==> src/design/tsrl_pkg.sv <==
// ----------------------------------------------------------------------------
// tsrl_pkg
// Shared types, codes and constants of the timestamped sample ring logger.
// ----------------------------------------------------------------------------
`default_nettype none

package tsrl_pkg;

  // Field widths of one stored entry
  localparam int unsigned ID_W    = 16;
  localparam int unsigned TS_W    = 48;
  localparam int unsigned VALUE_W = 32;
  localparam int unsigned ENTRY_W = ID_W + TS_W + VALUE_W;

  // Input packing: tuser carries the command, tdata timestamp then sample
  localparam int unsigned CMD_W     = 2;
  localparam int unsigned IN_DATA_W = 80;

  // Ring depth default and sensor id after reset
  localparam int unsigned DEPTH_DEFAULT   = 16;
  localparam logic [ID_W-1:0] DEV_ID_RESET = 16'd42;

  // Input command codes
  typedef enum logic [CMD_W-1:0] {
    CMD_TICK  = 2'd0,
    CMD_START = 2'd1,
    CMD_STOP  = 2'd2,
    CMD_DRAIN = 2'd3
  } cmd_t;

  // Controller states
  typedef enum logic [1:0] {
    ST_IDLE,
    ST_READ,
    ST_LOAD,
    ST_EMPTY
  } state_t;

  // Commands from controller to datapath
  typedef struct packed {
    logic do_tick;
    logic do_start;
    logic do_stop;
    logic drain_start;
    logic rd_issue;
    logic load_entry;
    logic load_empty;
  } ctrl_cmd_t;

  // Status from datapath to controller
  typedef struct packed {
    logic count_zero;
    logic rem_last;
    logic out_free;
  } dp_status_t;

endpackage

`default_nettype wire

==> src/design/timestamped_sample_ring_logger_core.sv <==
// ----------------------------------------------------------------------------
// timestamped_sample_ring_logger_core
// Measurement logger: ticks store (sensor id, timestamp, sample) entries in an
// overwriting ring; a drain streams the stored entries oldest first.
//
// Channel   Dir  Signals                    Contents (lowest bit first)
// s_axis    in   tvalid/tready/tdata/tuser  tuser: cmd; tdata: timestamp, sample
// m_axis    out  tvalid/tready/tdata/tlast  tdata: sensor id, timestamp, value;
//                /tuser                     tlast: last; tuser: empty_res
// cfg       in   cfg_wr_en/cfg_wr_data      sensor id register
//
// Tick, start and stop: one can be accepted every cycle while no drain runs.
// A drain holds the input through a RAM read, then a load of the output
// register, per stored entry, or a load of the empty result, plus output stalls.
// Output stalls hold the drain at the output register; input stays blocked.
// Reset (rst, synchronous) clears the flag, pointers, count and output valid;
// the entry RAM is not cleared.
// ----------------------------------------------------------------------------
`default_nettype none

module timestamped_sample_ring_logger_core #(
  parameter int unsigned DEPTH = tsrl_pkg::DEPTH_DEFAULT
) (
  input  wire logic                             clk,
  input  wire logic                             rst,
  // Input stream
  input  wire logic                             s_axis_tvalid,
  output logic                                  s_axis_tready,
  input  wire logic [tsrl_pkg::IN_DATA_W-1:0]   s_axis_tdata,  // timestamp, sample
  input  wire logic [tsrl_pkg::CMD_W-1:0]       s_axis_tuser,  // cmd
  // Output stream
  output logic                                  m_axis_tvalid,
  input  wire logic                             m_axis_tready,
  output logic      [tsrl_pkg::ENTRY_W-1:0]     m_axis_tdata,  // sensor id, timestamp, value
  output logic                                  m_axis_tlast,  // last
  output logic                                  m_axis_tuser,  // empty_res
  // Sensor id register
  input  wire logic                             cfg_wr_en,
  input  wire logic [tsrl_pkg::ID_W-1:0]        cfg_wr_data
);

  import tsrl_pkg::*;

  ctrl_cmd_t  cmd;
  dp_status_t status;

  tsrl_ctrl u_ctrl (
    .clk      (clk),
    .rst      (rst),
    .in_valid (s_axis_tvalid),
    .in_cmd   (s_axis_tuser),
    .status   (status),
    .in_ready (s_axis_tready),
    .cmd      (cmd)
  );

  tsrl_dp #(
    .DEPTH (DEPTH)
  ) u_dp (
    .clk         (clk),
    .rst         (rst),
    .cmd         (cmd),
    .status      (status),
    .in_data     (s_axis_tdata),
    .cfg_wr_en   (cfg_wr_en),
    .cfg_wr_data (cfg_wr_data),
    .out_valid   (m_axis_tvalid),
    .out_ready   (m_axis_tready),
    .out_data    (m_axis_tdata),
    .out_last    (m_axis_tlast),
    .out_empty   (m_axis_tuser)
  );

endmodule

`default_nettype wire

==> src/design/tsrl_ram.sv <==
// ----------------------------------------------------------------------------
// tsrl_ram
// Generic single-write, single-read RAM with registered read data.
// ----------------------------------------------------------------------------
`default_nettype none

module tsrl_ram #(
  parameter int unsigned WIDTH = 8,
  parameter int unsigned DEPTH = 16
) (
  input  wire logic                     clk,
  input  wire logic                     we,
  input  wire logic [$clog2(DEPTH)-1:0] waddr,
  input  wire logic [WIDTH-1:0]         wdata,
  input  wire logic                     re,
  input  wire logic [$clog2(DEPTH)-1:0] raddr,
  output logic      [WIDTH-1:0]         rdata
);

  logic [WIDTH-1:0] mem [DEPTH];

  // Write port
  always_ff @(posedge clk) begin
    if (we) begin
      mem[waddr] <= wdata;
    end
  end

  // Registered read port, data holds between reads
  always_ff @(posedge clk) begin
    if (re) begin
      rdata <= mem[raddr];
    end
  end

endmodule

`default_nettype wire

==> src/design/tsrl_ctrl.sv <==
// ----------------------------------------------------------------------------
// tsrl_ctrl
// Controller: accepts commands in idle and sequences the drain read-out.
// ----------------------------------------------------------------------------
`default_nettype none

module tsrl_ctrl (
  input  wire logic                          clk,
  input  wire logic                          rst,
  input  wire logic                          in_valid,
  input  wire logic [tsrl_pkg::CMD_W-1:0]    in_cmd,
  input  wire tsrl_pkg::dp_status_t          status,
  output logic                               in_ready,
  output tsrl_pkg::ctrl_cmd_t                cmd
);

  import tsrl_pkg::*;

  state_t state;
  state_t state_next;
  cmd_t   cmd_code;
  logic   accept;

  assign cmd_code = cmd_t'(in_cmd);
  assign accept   = (state == ST_IDLE) && in_valid;

  // State register
  always_ff @(posedge clk) begin
    if (rst) begin
      state <= ST_IDLE;
    end else begin
      state <= state_next;
    end
  end

  // Next state
  always_comb begin
    state_next = state;
    case (state)
      ST_IDLE: begin
        if (accept && (cmd_code == CMD_DRAIN)) begin
          state_next = status.count_zero ? ST_EMPTY : ST_READ;
        end
      end
      ST_READ: begin
        state_next = ST_LOAD;
      end
      ST_LOAD: begin
        if (status.out_free) begin
          state_next = status.rem_last ? ST_IDLE : ST_READ;
        end
      end
      ST_EMPTY: begin
        if (status.out_free) begin
          state_next = ST_IDLE;
        end
      end
      default: begin
        state_next = ST_IDLE;
      end
    endcase
  end

  // Outputs
  always_comb begin
    in_ready        = (state == ST_IDLE);
    cmd.do_tick     = accept && (cmd_code == CMD_TICK);
    cmd.do_start    = accept && (cmd_code == CMD_START);
    cmd.do_stop     = accept && (cmd_code == CMD_STOP);
    cmd.drain_start = accept && (cmd_code == CMD_DRAIN);
    cmd.rd_issue    = (state == ST_READ);
    cmd.load_entry  = (state == ST_LOAD) && status.out_free;
    cmd.load_empty  = (state == ST_EMPTY) && status.out_free;
  end

endmodule

`default_nettype wire

==> src/design/tsrl_dp.sv <==
// ----------------------------------------------------------------------------
// tsrl_dp
// Datapath: sampling flag, ring pointers and fill count, entry RAM, sensor id
// register and the output register.
// ----------------------------------------------------------------------------
`default_nettype none

module tsrl_dp #(
  parameter int unsigned DEPTH = tsrl_pkg::DEPTH_DEFAULT
) (
  input  wire logic                            clk,
  input  wire logic                            rst,
  input  wire tsrl_pkg::ctrl_cmd_t             cmd,
  output tsrl_pkg::dp_status_t                 status,
  input  wire logic [tsrl_pkg::IN_DATA_W-1:0]  in_data,
  input  wire logic                            cfg_wr_en,
  input  wire logic [tsrl_pkg::ID_W-1:0]       cfg_wr_data,
  output logic                                 out_valid,
  input  wire logic                            out_ready,
  output logic      [tsrl_pkg::ENTRY_W-1:0]    out_data,
  output logic                                 out_last,
  output logic                                 out_empty
);

  import tsrl_pkg::*;

  localparam int unsigned AW = $clog2(DEPTH);
  localparam int unsigned CW = $clog2(DEPTH + 1);
  localparam logic [AW-1:0] PTR_MAX = AW'(DEPTH - 1);
  localparam logic [CW-1:0] DEPTH_C = CW'(DEPTH);

  logic [ID_W-1:0]    dev_id;
  logic               sampling_on;
  logic [AW-1:0]      wr_ptr;
  logic [AW-1:0]      rd_ptr;
  logic [CW-1:0]      count;
  logic [CW-1:0]      rem;
  logic [CW-1:0]      start_sum;
  logic               ram_we;
  logic [ENTRY_W-1:0] ram_wdata;
  logic [ENTRY_W-1:0] ram_rdata;
  logic               out_free;

  // Sensor id register
  always_ff @(posedge clk) begin
    if (rst) begin
      dev_id <= DEV_ID_RESET;
    end else if (cfg_wr_en) begin
      dev_id <= cfg_wr_data;
    end
  end

  // Sampling flag
  always_ff @(posedge clk) begin
    if (rst) begin
      sampling_on <= 1'b0;
    end else if (cmd.do_start) begin
      sampling_on <= 1'b1;
    end else if (cmd.do_stop) begin
      sampling_on <= 1'b0;
    end
  end

  // Store an entry on a tick while sampling: value, timestamp, id from high to low
  assign ram_we    = cmd.do_tick && sampling_on;
  assign ram_wdata = {in_data[TS_W +: VALUE_W], in_data[TS_W-1:0], dev_id};

  // Oldest slot: write pointer minus fill count, modulo the ring depth
  assign start_sum = (CW'(wr_ptr) >= count) ? (CW'(wr_ptr) - count)
                                            : (CW'(wr_ptr) + DEPTH_C - count);

  // Write pointer and fill count; count saturates, drain empties the ring
  always_ff @(posedge clk) begin
    if (rst) begin
      wr_ptr <= '0;
      count  <= '0;
    end else if (ram_we) begin
      wr_ptr <= (wr_ptr == PTR_MAX) ? '0 : wr_ptr + 1'b1;
      if (count != DEPTH_C) begin
        count <= count + 1'b1;
      end
    end else if (cmd.drain_start) begin
      count <= '0;
    end
  end

  // Read pointer and remaining entries of a drain
  always_ff @(posedge clk) begin
    if (rst) begin
      rd_ptr <= '0;
      rem    <= '0;
    end else begin
      if (cmd.drain_start) begin
        rd_ptr <= start_sum[AW-1:0];
        rem    <= count;
      end else if (cmd.rd_issue) begin
        rd_ptr <= (rd_ptr == PTR_MAX) ? '0 : rd_ptr + 1'b1;
      end
      if (cmd.load_entry) begin
        rem <= rem - 1'b1;
      end
    end
  end

  tsrl_ram #(
    .WIDTH (ENTRY_W),
    .DEPTH (DEPTH)
  ) u_ram (
    .clk   (clk),
    .we    (ram_we),
    .waddr (wr_ptr),
    .wdata (ram_wdata),
    .re    (cmd.rd_issue),
    .raddr (rd_ptr),
    .rdata (ram_rdata)
  );

  // Output register: load when free, drop valid once the transfer is taken
  assign out_free = !out_valid || out_ready;

  always_ff @(posedge clk) begin
    if (rst) begin
      out_valid <= 1'b0;
    end else if (cmd.load_entry || cmd.load_empty) begin
      out_valid <= 1'b1;
    end else if (out_ready) begin
      out_valid <= 1'b0;
    end
  end

  always_ff @(posedge clk) begin
    if (cmd.load_entry) begin
      out_data  <= ram_rdata;
      out_last  <= (rem == CW'(1));
      out_empty <= 1'b0;
    end else if (cmd.load_empty) begin
      out_data  <= '0;
      out_last  <= 1'b1;
      out_empty <= 1'b1;
    end
  end

  // Status to the controller
  assign status.count_zero = (count == '0);
  assign status.rem_last   = (rem == CW'(1));
  assign status.out_free   = out_free;

  // Fill count never passes the ring depth
  a_count_range: assert property (@(posedge clk) disable iff (rst)
    count <= DEPTH_C)
    else $error("fill count above ring depth");

  // A pending result is never overwritten
  a_no_overwrite: assert property (@(posedge clk) disable iff (rst)
    (cmd.load_entry || cmd.load_empty) |-> (!out_valid || out_ready))
    else $error("output register loaded while a result is pending");

  // A drain leaves the ring empty
  a_drain_clears: assert property (@(posedge clk) disable iff (rst)
    cmd.drain_start |=> (count == '0))
    else $error("ring not empty after drain start");

  // Entries are only read out while some remain
  a_rem_nonzero: assert property (@(posedge clk) disable iff (rst)
    (cmd.rd_issue || cmd.load_entry) |-> (rem != '0))
    else $error("read-out with no entries remaining");

endmodule

`default_nettype wire

==> config.mk <==
export PLATFORM = sky130hd
export DESIGN_NAME = timestamped_sample_ring_logger_core
export DESIGN_NICKNAME = d
export VERILOG_FILES = /design/src/design/tsrl_pkg.sv /design/src/design/timestamped_sample_ring_logger_core.sv /design/src/design/tsrl_ram.sv /design/src/design/tsrl_ctrl.sv /design/src/design/tsrl_dp.sv
export SDC_FILE = /design/constraint.sdc
export NUM_CORES = 2
export LEC_CHECK = 0
export CORE_MARGIN = 3
export CORE_UTILIZATION = 60
export CTS_CLUSTER_DIAMETER = 40
export DETAILED_ROUTE_END_ITERATION = 16
export DONT_BUFFER_PORTS = 1
export PLACE_DENSITY = 0.83
export SLEW_MARGIN = 0
export SYNTH_ARGS = -nofsm -noshare
export SYNTH_HDL_FRONTEND = slang
export SYNTH_SLANG_ARGS = --single-unit
==> constraint.sdc <==
create_clock -name clk -period 19.6 [get_ports clk]
set_input_delay 0.98 -clock clk [delete_from_list [all_inputs] [get_ports clk]]
set_output_delay 0.98 -clock clk [all_outputs]
set_load 0.05 [all_outputs]
==> impl_metrics.yaml <==
outcome:
  status: "complete, no violations"
global_route:
  grt_max_degree: 127
  grt_overflow_total: 0
  grt_usage_pct: 26.5
  grt_pass1_wl_mm: 226
  antenna_found_initial: 9
  grt_pass1_vias: 34200
clocking:
  cts_repair_resize_count: 0
  cts_htree_levels: 4
  clockRootBuffer: "clkbuf_16"
  path_clk_slew_ns: 0.06
  clk_latency_ns: 0.79
  clockBufferDepth: 3
  cts_buffers: 177
  cts_tree: "yes"
  cts_hold_buffers: 0
  postCtsSetupRepairBufs: 0
  cts.sinks: 1768
logic_synthesis:
  avgSynthCellArea_um2: 20.7
  yosysUniqueCellTypes: 53
  yosys.area.top_type: "edfxtp_1"
  ys_seq_elements: 1768
  synth_top_area_share_pct: 77.2
  synth_nets: 3365
  synth_edf_count: 1729
  synth_ff_type: "edfxtp_1"
  yosysSeqAreaShare_pct: 78.4
  ys_warn_count: 0
  async_flop_share_pct: 0
  syn_inst: 3248
  synth_common_cells: "1729 x edfxtp_1, 424 x mux2i_1, 220 x mux4_2, 164 x a22oi_1, 98 x and3_1"
  netlist_area_um2: 67200
  synth_area_leaders: "edfxtp_1 77%, mux4_2 7.4%, mux2i_1 6.3%, a22oi_1 1.8%, dfxtp_1 1.2%"
  yosysMostFrequentCell: "edfxtp_1"
floorplan:
  core-area_um2: 111000
  row_count: 122
  die_x_um: 341
  dieArea_um2: 116000
  boundaryPins: 203
  initial_utilization_pct: 60.6
  die_h_um: 341
worst_setup_path:
  worst-r2r-setup-slack_ns: 14.88
  slowest_stage: "dfxtp_4"
  cp_max_fo: 53
  path_cells: "buf_4 > buf_4 > buf_4 > mux4_2 > mux2i_1 > o21ai_1"
  critPathLaunchType: "flip-flop"
  crit_type: "reg2reg"
  critPathRequiredTime_ns: 20.09
  crit_family: "buffers and inverters"
  cpPeakStageDelay_ns: 0.86
  crit_top_cell: "buf_4"
  arrival_ns: 5.21
  worst-path-buf-inv: 3
  end_kind: "flip-flop"
final_layout:
  multi_input_area_um2: 13300
  fillerInstances: 6657
  nNetsFinal: 3410
  ff_latch_area_um2: 52700
  drive_gt1_share_pct: 16.4
  area_delta_synth_final_pct: 10.4
placement:
  port_buffers: 0
  dp_hpwl_mm: 75.2
  gp_congestion: 0.740
job:
  cap_violations: 0
routing:
  via_per_inst: 6.69
  drc: 0
  drt_iter0_drc: 4109
  firstDrtPassIters: 7
  wl_per_cell_um: 31.1
  routed_wirelength_mm: 153
  final_antenna_net_count: 0
  via_count: 33000
hold_path:
  min-delay-path-class: "in2reg"
sta:
  hold-worst-slack_ns: 0.264
  setup_viol_count_final: 0
  worst_pin_slew_ns: 1.20
  min_period_over_period_pct: 24.1
  max_freq_ghz: 0.212
  fin_skew_ns: 0.0339
  rsz0062_at_grt: "no"
  drv_slew: 0
  hold_viol: 0
  tns_ns: 0
  fin_crit_ns: 4.72
  maxSlewHeadroom_pct: 19.8
pwr:
  power_per_cell_area_nw_per_um2: 109
  ir_worst_vdd_mv: 0.0902
  leakagePower_nw: 23.4
[worst paths after layout]
path                  startpoint                   end  cells after the start
setup / recovery  u_dp.rd_ptr[0]  u_dp.u_ram.rdata[36]                      6
hold / removal               rst        u_dp.dev_id[7]                      1
setup reg to reg  u_dp.rd_ptr[0]  u_dp.u_ram.rdata[36]                      6
hold reg to reg      u_dp.rem[1]           u_dp.rem[1]                      2
[layer usage]
layer	vias up	GRT usage (%)	wire length, um
li1	13500	-	-
met3	315	5.93	15600
met4	2	9.23	4450
met5	-	0	13
met1	17100	35.8	56200
met2	2070	43.4	77100
[per-stage QoR]
step	power [W]	setup slack (ns)	area (um2)	std cells	util, %
final	0.00809	14.88	74200	4930	66.9
after floorplan	0.00473	10.79	67200	3248	-
after detailed placement	0.00481	14.86	68400	4602	61.6
after global placement	0.00480	14.97	68400	4602	61.6
after CTS	0.00813	14.83	74200	4924	66.8
after global routing	0.00829	14.57	74200	4926	66.8
[power by group]
part | internal, W | switching (W)
sequential | 0.00421 | 0.0000987
combinational | 0.000183 | 0.000245
clock | 0.00194 | 0.00142
[final cells by class]
type,instances,share of cell area (%)
repair buffers,55,0.624
clock inverters,108,1.51
multi-input cells,1277,17.9
flip-flops and latches,1768,71.1
diodes,6,0.0202
inverters,14,0.0843
well taps,1488,2.51
clock buffers,214,6.30
[flip-flops by register name, summed over array words and instances (netlist names), 2 cells and up]
signal	cells
u_dp.dev_id	16
u_dp.rem	5
u_dp.wr_ptr	4
u_ctrl.state	2
u_dp.rd_ptr	4
u_dp.u_ram.mem	1536
u_dp.count	5
u_dp.out_data	96
u_dp.u_ram.rdata	96
[cell usage in the layout (no fill, tap or decap), drive strengths merged, types with 2 or more instances in the layout]
master	instances
and3	98
xnor2	5
nor2b	7
a32oi	2
clkinvlp	13
ha	13
mux4	220
clkbuf	214
nor2	50
inv	27
a21oi	11
o22ai	28
buf	55
xor2	2
o211ai	2
nor3	7
or3	2
a211oi	6
a22oi	164
nand3	88
edfxtp	1729
bufinv	17
nand4	6
nand2b	6
mux2i	424
diode	6
and2	7
clkinv	65
a211o	3
dfxtp	39
a31oi	2
nand2	21
o21ai	87
[cell families after synthesis]
kind of cell	after synthesis	synth area share, %
xor gates and xnor gates	7	0.0912
adders and majority gates	14	0.272
AOI/OAI and AO/OA	313	3.11
muxes	645	13.7
buffers and inverters	203	2.07
DFF	1768	78.4
and+or+nand+nor	298	2.36
[worst register-to-register path: cells and delay by family, from the launching register on]
family | cells | cell delay [ns]
buffers and inverters | 3 | 2.65
DFF | 1 | 0.86
muxes | 2 | 0.83
AOI/OAI and AO/OA | 1 | 0.10
Power figures use the tool's default switching activity.
